===== config.mk =====
export PLATFORM = sky130hd
export DESIGN_NAME = acdc_cell
export DESIGN_NICKNAME = d
export VERILOG_FILES = /design/src/rtl/core/acdc_pkg.sv /design/src/rtl/core/acdc_cell.sv
export SDC_FILE = /design/constraint.sdc
export NUM_CORES = 1
export LEC_CHECK = 0
export ABC_AREA = 1
export BUFFER_PORTS_ARGS = -buffer_cell sky130_fd_sc_hd__buf_2
export CORE_UTILIZATION = 48
export DETAILED_ROUTE_END_ITERATION = 8
export PLACE_DENSITY_LB_ADDON = 0.15
export SLEW_MARGIN = 20
export SYNTH_ARGS = -nofsm -noshare
export SYNTH_HDL_FRONTEND = slang
export SYNTH_SLANG_ARGS = --single-unit

===== constraint.sdc =====
create_clock -name aclk -period 0.8 [get_ports aclk]
set_clock_uncertainty 0.1 [all_clocks]
set_input_delay 0.04 -clock aclk [delete_from_list [all_inputs] [get_ports aclk]]
set_output_delay 0.04 -clock aclk [all_outputs]
set_load 0.01 [all_outputs]

===== src/rtl/core/acdc_pkg.sv =====
// ----------------------------------------------------------------------------
// acdc_pkg
// Shared widths, constants and types of the dual channel AC/DC separator.
// ----------------------------------------------------------------------------
package acdc_pkg;

    localparam int WINDOW   = 50;
    localparam int SAMPLE_W = 18;
    localparam int SUM_W    = 24;
    localparam int DC_W     = 14;
    localparam int AC_W     = 15;
    localparam int SHIFT    = 4;

    // Reciprocal of WINDOW scaled by 2**RECIP_K, rounded up; exact for sums below 2**24
    localparam int RECIP_K  = 30;
    localparam int RECIP_W  = 30;
    localparam int PROD_W   = SUM_W + RECIP_W;
    localparam logic [RECIP_W-1:0] RECIP =
        RECIP_W'(((64'(1) << RECIP_K) + 64'(WINDOW) - 64'(1)) / 64'(WINDOW));

    localparam int S_TDATA_W = 40;
    localparam int M_TDATA_W = 64;

    typedef struct packed {
        logic [SAMPLE_W-1:0] ir;
        logic [SAMPLE_W-1:0] red;
    } pair_t;

    typedef struct packed {
        logic load1;
        logic load2;
        logic load3;
    } pipe_ctrl_t;

endpackage


===== src/rtl/core/acdc_cell.sv =====
// ----------------------------------------------------------------------------
// acdc_cell
// One history cell: holds a red/infrared sample pair, takes its neighbour's
// pair on every accepted transfer.
// ----------------------------------------------------------------------------
module acdc_cell (
    input  logic          aclk,
    input  logic          aresetn,
    input  logic          shift,
    input  acdc_pkg::pair_t d,
    output acdc_pkg::pair_t q
);

    acdc_pkg::pair_t pair_reg;
    acdc_pkg::pair_t pair_next;

    always_comb begin
        pair_next = shift ? d : pair_reg;
    end

    always_ff @(posedge aclk) begin
        if (!aresetn) begin
            pair_reg <= '0;
        end else begin
            pair_reg <= pair_next;
        end
    end

    assign q = pair_reg;

endmodule


**After elaboration in Yosys (flattened, before gate mapping)**

Cells that the tools add are included.
W data, S select, Z words.

- Output and inout bits: 36
- Word-level logic and storage cells: 2
- Input port bits: 39
- Register bits: 36

**Longest topological paths before layout**

- Depth after elaboration: 0
- Gate-level depth with buffers: 5
- Gate-level depth less buffers: 4

**Worst setup path before layout**

No wires, ideal clock.

- Kind: input-to-reg
- From: input shift
- To: register pair_reg (netlist bit q[25])
- Slack: 0.116 ns
- Required time: 0.586 ns
- Stages: 4
- Arrival: 0.470 ns
- Library setup time: 0.114 ns
- Path buffers: 2
- Cell sequence: buf_6 buf_8 nor2_1 nor2_2

RTL lines:

| item | line | text |
|---|---|---|
| from (decl) | acdc_cell.sv:9 | `input logic shift,` |
| to (signal assigned) | acdc_cell.sv:25 | `pair_reg <= pair_next;` |
| to (decl) | acdc_cell.sv:14 | `acdc_pkg::pair_t pair_reg;` |

**Worst setup path after layout**

- From: register pair_reg (netlist bit q[5])
- To: output q[5] in the netlist's numbering

RTL lines:

| item | line | text |
|---|---|---|
| to (decl) | acdc_cell.sv:11 | `output acdc_pkg::pair_t q` |

No word-level cell between the ends.

==> metrics <==
drt drc 0; die area 4040 sq um; min Tclk post-route 0.877 ns; # port buffers 74; overall global routing resource usage 21.4%; status finished with violations; Leak 1.39 nW; Synth area leader dfxtp_1; Synth Register Bits 36; post-synthesis sequential area ratio 39.6%; Post-Place Setup Slack -0.00189 ns; mean area per synthesized cell 7.97 sq um; final setup margin -0.0772 ns; Crit-path slowest cell dfxtp_2; Max Cap Viol 0; Crit path arrival time 0.74 ns; clock sinks 36; CP startpoint kind flip-flop; minimum hold slack -0.0421 ns; number of flip-flops in the largest register 36; worst-path maximum fanout 2; Required @ worst endpoint 0.66 ns; grt total ovfl 0; HP Class in2reg; VDD IR max 1340 uV; yosys warns 0; post-route ant nets 0; PwrDens 1580 nW/um^2; Post-Synthesis Cells 228; Final Hold Fails 8; Slew Limit Fails 0; Area after DPL 2150 sq um; TritonCTS clock tree done; vias in the first global route 1558; met2 wire len 2000 microns; initial antenna violation count 0; crit path capture type output port; via count 1520; WL final 3750 microns; top routing layer used met4; fill cell count 245; Final Cell Area 2760 sq um; post-layout net count 354; Bufs on Longest Clock Path 2; starting DRC count in detailed routing 34; Worst path max stage delay 0.35 ns; crit path cell chain buf_6; Reg clk slew, reported paths 0.06 ns; core area 3470 sq um; share of cells above drive strength 1 70.3%; die width 63.5 microns; max frequency 1140 MHz; failing checks negative hold slack, negative setup slack; Met3 Wirelength 180 microns; Pre-antenna DRT Iters 4; Initial Util 52.4%; drt wl/cell 10.4 microns; first-pass GRT wire length 6640 microns; part of the cycle the worst path needs 110%; Top-Level Pins 75; worst slew pin tran 0.185 ns; Synth area leaders dfxtp_1, nand2_2, nor2_2; row count 21; CTS H-tree lvls 2; CTS Hold Bufs 28; Die Height 63.5 microns; CP top delay family flip-flops; Worst Path Buf+Inv 1; routability congestion estimate 0.688; area grow syn2layout 51.5%; worst-skew pair later-pin latency 0.28 ns; number of diodes 0; unrepaired setup endpoints after global routing true; Power, Total 0.00437 W; Relative slew margins 87.7%; Netlist cell types 10; critical path class reg2out; count of final setup violators 37; HPWL after detailed placement 2220 microns; Met1 Wirelength 1520 microns; CTS Root Buffer Type clkbuf_8; number of CTS-inserted buffers 5; Via density 4.20; Yosys top cell area share 39.6%; Net Count, Synth 267; cell area after synthesis 1820 sq um; largest net degree at the start of global routing 36
==> power breakdown <==
| part | leakage (nW) | switching, W | internal [W] |
|---|---|---|---|
| registers | 0.310 | 0.0000896 | 0.00195 |
| logic | 1.04 | 0.000471 | 0.000573 |
| clock network | 0.0455 | 0.000585 | 0.000702 |
| total | 1.39 | 0.00115 | 0.00322 |
==> cells in the final DEF (no fill, tap or decap) <==
cell	Yosys	final
inv_2	0	18
buf_6	3	36
nor2_1	36	34
buf_2	0	19
dfxtp_2	0	36
buf_12	3	4
inv_1	36	18
dlygate4sd3_1	0	23
buf_4	0	5
nor2_2	36	36
dlymetal6s4s_1	0	5
clkbuf_1	0	2
clkbuf_8	2	6
nand2_1	12	12
nor2_4	0	2
nand2_2	60	60
==> worst paths after layout <==
check	depth (start not counted)	to	slack (ns)	from
hold reg to reg	2	q[14]	0.39	q[14]
hold / removal	5	q[20]	-0.04	d[20]
setup / recovery	1	q[5]	-0.08	q[5]
setup reg to reg	3	q[21]	0.02	q[21]
==> area by class of cell <==
| class | count | area, sq um | share of cell area, % |
|---|---|---|---|
| clock buffer | 8 | 90.1 | 3.27 |
| tap | 46 | 57.6 | 2.09 |
| timing repair buffer | 92 | 911 | 33.1 |
| sequential | 36 | 766 | 27.8 |
| multi-input combinational | 144 | 796 | 28.9 |
| inverter | 36 | 135 | 4.90 |
==> per-stage QoR <==
| stage | utilization, % | TNS (ns) | std cells |
|---|---|---|---|
| 6_report | 79.4 | -2.01 | 362 |
| 3_5_place_dp | 62.0 | -0.00189 | 341 |
| 3_3_place_gp | 62.0 | 0 | 341 |
| 2_1_floorplan | - | 0 | 228 |
| 4_1_cts | 81.4 | -2.33 | 380 |
| 5_1_grt | 79.4 | -3.04 | 362 |
==> timing repair <==
item,CTS,global route
endpoints found under the setup margin,36,63
gates resized for setup,74,25
endpoints found under the hold margin,36,8
buffers inserted,3,1
pin swaps,0,0
==> synthesized netlist by cell type <==
cell and count:
buf_12 3, buf_6 3, buf_8 4, clkbuf_8 2, dfxtp_1 36, inv_1 36
nand2_1 12, nand2_2 60, nor2_1 36, nor2_2 36
==> worst reg2reg max path, cell delays in order, from the launching register on <==
cell	delay [ns]
dfxtp_2	0.33
buf_4	0.13
nor2_4	0.08
nor2_2	0.04
==> layer usage <==
metal  GRT usage, %  vias to the layer above
li1               -                      813
met1           22.5                      661
met2           39.4                       42
met3           5.98                        4
met4           8.52                        0
met5              0                        -
==> cells by family after synthesis <==
| kind of cell | count (synthesis) | share of synthesized area, % |
|---|---|---|
| flops | 36 | 39.6 |
| buf+inv | 48 | 17.4 |
| simple gates | 144 | 42.9 |
Note: power is estimated with default switching activity, not from simulation.
