**src/rtl/core/acdc_pkg.sv**
```systemverilog
// ----------------------------------------------------------------------------
// acdc_pkg
// Shared widths, constants and types of the dual channel AC/DC separator.
// ----------------------------------------------------------------------------
package acdc_pkg;

    localparam int WINDOW   = 50;
    localparam int SAMPLE_W = 18;
    localparam int SUM_W    = 24;
    localparam int DC_W     = 14;
    localparam int AC_W     = 15;
    localparam int SHIFT    = 4;

    // Reciprocal of WINDOW scaled by 2**RECIP_K, rounded up; exact for sums below 2**24
    localparam int RECIP_K  = 30;
    localparam int RECIP_W  = 30;
    localparam int PROD_W   = SUM_W + RECIP_W;
    localparam logic [RECIP_W-1:0] RECIP =
        RECIP_W'(((64'(1) << RECIP_K) + 64'(WINDOW) - 64'(1)) / 64'(WINDOW));

    localparam int S_TDATA_W = 40;
    localparam int M_TDATA_W = 64;

    typedef struct packed {
        logic [SAMPLE_W-1:0] ir;
        logic [SAMPLE_W-1:0] red;
    } pair_t;

    typedef struct packed {
        logic load1;
        logic load2;
        logic load3;
    } pipe_ctrl_t;

endpackage

```
**src/rtl/core/acdc_chan.sv**
```systemverilog
// ----------------------------------------------------------------------------
// acdc_chan
// Per-channel datapath: running sum, divide by the window via reciprocal
// multiply, then AC part and output scaling.
// ----------------------------------------------------------------------------
module acdc_chan (
    input  logic                            aclk,
    input  logic                            aresetn,
    input  acdc_pkg::pipe_ctrl_t            ctrl,
    input  logic [acdc_pkg::SAMPLE_W-1:0]   sample,
    input  logic [acdc_pkg::SAMPLE_W-1:0]   oldest,
    output logic signed [acdc_pkg::AC_W-1:0] ac,
    output logic [acdc_pkg::DC_W-1:0]       dc
);

    logic [acdc_pkg::SUM_W-1:0]    sum_reg;
    logic [acdc_pkg::SUM_W-1:0]    sum_next;
    logic [acdc_pkg::SAMPLE_W-1:0] samp1_reg;
    logic [acdc_pkg::SAMPLE_W-1:0] samp2_reg;
    logic [acdc_pkg::SAMPLE_W-1:0] mean2_reg;
    logic [acdc_pkg::SAMPLE_W-1:0] mean2_next;
    logic [acdc_pkg::PROD_W-1:0]   prod;
    logic signed [acdc_pkg::SAMPLE_W:0] diff;
    logic signed [acdc_pkg::AC_W-1:0]   ac_reg;
    logic [acdc_pkg::DC_W-1:0]     dc_reg;

    always_comb begin
        sum_next = sum_reg - acdc_pkg::SUM_W'(oldest) + acdc_pkg::SUM_W'(sample);
        prod = acdc_pkg::PROD_W'(sum_reg) * acdc_pkg::PROD_W'(acdc_pkg::RECIP);
        mean2_next = prod[acdc_pkg::RECIP_K +: acdc_pkg::SAMPLE_W];
        diff = $signed({1'b0, samp2_reg}) - $signed({1'b0, mean2_reg});
    end

    always_ff @(posedge aclk) begin
        if (!aresetn) begin
            sum_reg <= '0;
        end else if (ctrl.load1) begin
            sum_reg <= sum_next;
        end
    end

    always_ff @(posedge aclk) begin
        if (ctrl.load1) begin
            samp1_reg <= sample;
        end
        if (ctrl.load2) begin
            samp2_reg <= samp1_reg;
            mean2_reg <= mean2_next;
        end
        if (ctrl.load3) begin
            ac_reg <= diff[acdc_pkg::SAMPLE_W:acdc_pkg::SHIFT];
            dc_reg <= mean2_reg[acdc_pkg::SAMPLE_W-1:acdc_pkg::SHIFT];
        end
    end

    assign ac = ac_reg;
    assign dc = dc_reg;

endmodule

```
**config.mk**
```make
export PLATFORM = sky130hd
export DESIGN_NAME = acdc_chan
export DESIGN_NICKNAME = d
export VERILOG_FILES = /design/src/rtl/core/acdc_pkg.sv /design/src/rtl/core/acdc_chan.sv
export SDC_FILE = /design/constraint.sdc
export NUM_CORES = 1
export LEC_CHECK = 0
export BUFFER_PORTS_ARGS = -buffer_cell sky130_fd_sc_hd__buf_2
export CAP_MARGIN = 20
export CORE_UTILIZATION = 65
export CTS_CLUSTER_DIAMETER = 120
export DETAILED_ROUTE_END_ITERATION = 7
export PLACE_DENSITY_LB_ADDON = 0.2
export RECOVER_POWER = 25
export SLEW_MARGIN = 20
export SYNTH_ARGS = -nofsm -noshare
export SYNTH_HDL_FRONTEND = slang
export SYNTH_SLANG_ARGS = --single-unit
```
**constraint.sdc**
```tcl
create_clock -name aclk -period 12.7 [get_ports aclk]
set_clock_uncertainty 0.05 [all_clocks]
set_input_delay 2.54 -clock aclk [delete_from_list [all_inputs] [get_ports aclk]]
set_output_delay 2.54 -clock aclk [all_outputs]
set_load 0.02 [all_outputs]
```
## Yosys cells after proc, flatten, opt, wreduce, memory -nomap -nowiden

Index checks and enable logic that the tools add are counted.
W data, S select, Z words.

- Output and inout port bits: 29
- Word-level logic and storage cells: 10
- Register bits: 107

- Add/subtract/negate cells: 3
- $mul: 1

Operator list:

| kind | count |
|---|---|
| $mul A24 B25 Y48 const B | 1 |
| $add A24 B18 Y24 | 1 |
| $sub A24 B18 Y24 | 1 |
| $sub A18 B18 Y19 | 1 |

## Longest topological paths before layout

- Depth in word-level cells: 2
- Mapped depth: 23
- Mapped depth without buffers: 23

## Worst setup path before layout

No wires, ideal clock.

- Path type: register to register
- Start point: register sum_reg[7] in the netlist's numbering
- End point: register mean2_reg[16] in the netlist's numbering, data pin
- Required time: 12.376 ns
- Slack: 6.542 ns
- Path buffers: 0
- Stages on the path, launching flop included: 22
- Arrival: 5.834 ns
- Cells stage by stage: dfxtp_1 inv_1 fa_1 inv_1 fa_1 inv_1 fa_1 inv_1 fa_1 fa_1 fa_1 inv_1 fa_1 inv_1 ha_1 a21oi_1 o21bai_1 a221o_1 a211oi_2 a22oi_1 nor3_1 a211oi_1

- Cells in the longest elaborated chain, start to end: 1

Ends and longest elaborated chain:

| element | RTL line | text |
|---|---|---|
| start: declaration | acdc_chan.sv:16 | `logic [acdc_pkg::SUM_W-1:0] sum_reg;` |
| start signal: assignment | acdc_chan.sv:38 | `sum_reg <= sum_next;` |
| $mul A24 B25 Y48 | acdc_chan.sv:29 | `prod = acdc_pkg::PROD_W'(sum_reg) * acdc_pkg::PROD_W'(acdc_pkg::RECIP);` |
| net mean2_next (one bit) | acdc_chan.sv:21 | `logic [acdc_pkg::SAMPLE_W-1:0] mean2_next;` |
| end signal: assignment | acdc_chan.sv:48 | `mean2_reg <= mean2_next;` |
| end: declaration | acdc_chan.sv:20 | `logic [acdc_pkg::SAMPLE_W-1:0] mean2_reg;` |

The timed path passes the listed nets, and every way through them passes these cells.
A chain may end at the register's enable or synchronous reset.

## Worst setup path in the final report

Same ends and word-level chain as after synthesis.

==> flow_metrics.env <==
export IMPL_synth_seq_cells=107
export IMPL_first_iter_violations=612
export IMPL_syn_nets=2101
export IMPL_maxSlewViolCount=0
export IMPL_status="finished clean"
export IMPL_cp_required_ps=12760
export IMPL_synth_area_leader_cell="fa_1"
export IMPL_cts_root_buf="clkbuf_16"
export IMPL_rr_worst_depth=21
export IMPL_area_delta_synth_final_pct=6.12
export IMPL_start_util=0.668
export IMPL_finalSetupViolCount=0
export IMPL_grt_max_degree=50
export IMPL_firstDrtPassIters=5
export IMPL_min_path_cells=0
export IMPL_grt_pass1_wl_um=60100
export IMPL_max_slew_margin=0.477
export IMPL_avgRoutedWirePerCell_um=19.9
export IMPL_grt_pass1_vias=11400
export IMPL_ys_top_cells_by_area="fa_1 (28%), ha_1 (23%), edfxtp_1 (16%), inv_1 (9.6%), dfxtp_1 (3.0%)"
export IMPL_numCtsBuffers=9
export IMPL_drtAntennaViolNets=0
export IMPL_finish_utilization=0.709
export IMPL_largest_reg_flops=24
export IMPL_io_pins=70
export IMPL_synth_cell_types=73
export IMPL_core_area_um2=23700
export IMPL_dieArea_um2=25000
export IMPL_dp_hpwl_um=33600
export IMPL_clock_sinks=107
export IMPL_place_congestion=0.990
export IMPL_vias_per_cell=5.66
export IMPL_post_cts_buffers=0
export IMPL_synth_flop_cell="edfxtp_1"
export IMPL_final_common_cell="inv_1"
export IMPL_startpoint_type="register"
export IMPL_path_clk_slew_ps=80
export IMPL_critPathArrivalTime_ps=6830
export IMPL_syn_area_per_cell_um2=10.2
export IMPL_min_period_ps=6770
export IMPL_chipHeight_um=158
export IMPL_wirelength_um=38600
export IMPL_portBuffers=69
export IMPL_ys_seq_area_frac=0.188
export IMPL_final_cell_mix="inv_1 (405), ha_1 (289), fa_1 (218)"
export IMPL_drc_errors=0
export IMPL_synth_top_area_share=0.276
export IMPL_synthArstFlopShare=0
export IMPL_antenna_cells=0
export IMPL_synth_edff_count=83
export IMPL_layout_drive_gt1_share=0.0624
export IMPL_synthCells=1553
export IMPL_crit_path_max_fanout=9
export IMPL_rsz0062_at_grt="no"
export IMPL_max_freq_mhz=148
export IMPL_antenna_found_initial=1
export IMPL_nets=2162
export IMPL_worstSetupPathType="register to register"
export IMPL_hold_viol_final=0
export IMPL_final_setup_tns_ps=0
export IMPL_die_x_um=158
export IMPL_cap_violations=0
export IMPL_synth_warnings=0
export IMPL_clk_latency_ps=380
export IMPL_ctsHtreeMaxLevel=3
export IMPL_cts_tree="done"
export IMPL_grtUsageTotal=0.330
export IMPL_overflow=0
export IMPL_cts_resized=0
export IMPL_min_path_type="register to register"
export IMPL_period_share=0.533
export IMPL_vias=11000
export IMPL_cts_hold_buf=0
export IMPL_num_rows=56
export IMPL_crit_path_end_kind="register"
export IMPL_netlist_area_um2=15800
export IMPL_worst_slew_pin_slew_ps=784
export IMPL_clk_path_buf_depth=2
==> worst max-delay path, cell delays in order, from the launching register on <==
cell      delay, ps
dfxtp_1         570
inv_1           200
fa_1            560
inv_1            90
fa_1            500
inv_1            50
fa_1            470
inv_1            50
fa_1            480
fa_1            500
fa_1            490
inv_1            50
fa_1            470
inv_1            40
ha_1            360
a21oi_1         290
o21bai_1        120
a221o_1         350
a211oi_2        360
a22oi_1         190
nor3_1          210
a211oi_1         60
==> cell type report <==
cell class,instances,area [µm²]
inverters,406,1520
multi-input cells,1020,11200
well taps,319,399
fillers,1874,6900
repair buffers,70,340
clock inverters,7,90.1
flip-flops and latches,107,2970
clock buffers,9,225
==> cells in the mapped netlist, drive strengths merged (12+ instances only) <==
library cell	number
inv	406
ha	289
fa	218
edfxtp	83
a21oi	66
nor2	55
o21ai	45
nand2	44
a21o	32
xnor2	31
dfxtp	24
nand4	24
nor3	20
nand3	16
xor2	16
clkbuf	13
mux2i	12
o21a	12
==> path summary, 6_finish.rpt <==
path | start | slack (ps) | to
worst max-delay path | sum_reg[7] | 5930 | mean2_reg[16]
worst min-delay path | samp1_reg[4] | 370 | samp2_reg[4]
worst min register to register | samp1_reg[4] | 370 | samp2_reg[4]
worst max register to register | sum_reg[7] | 5930 | mean2_reg[16]
==> per-stage QoR <==
stage | instances | hold WS, ps | worst slack (ps) | area [µm²]
global placement | 1922 | 352 | 6000 | 16500
CTS | 1938 | 369 | 5940 | 16800
floorplan | 1553 | 350 | 6540 | 15800
finish | 1938 | 372 | 5930 | 16800
global route | 1938 | 377 | 5580 | 16800
detailed placement | 1922 | 355 | 5960 | 16500
==> cells by family (layout without fill, tap and decap cells) <==
| family | after synthesis | in the layout | synth area share |
|---|---|---|---|
| xor+xnor | 47 | 47 | 0.0260 |
| flops | 107 | 107 | 0.188 |
| compound gates | 240 | 240 | 0.103 |
| buf+inv | 426 | 492 | 0.102 |
| simple gates | 213 | 213 | 0.0688 |
| mux | 13 | 13 | 0.00831 |
| fa+ha+maj | 507 | 507 | 0.505 |
==> per-layer routing <==
layer / global-route usage / wire, µm
met3: 0.0819 / 2690
met2: 0.533 / 17600
met4: 0.121 / 1290
met5: 0 / 13
met1: 0.430 / 17000
Power is left out: the tool's default activity adds up to more than one toggle a clock period on the data nets, which glitch-free logic cannot reach.
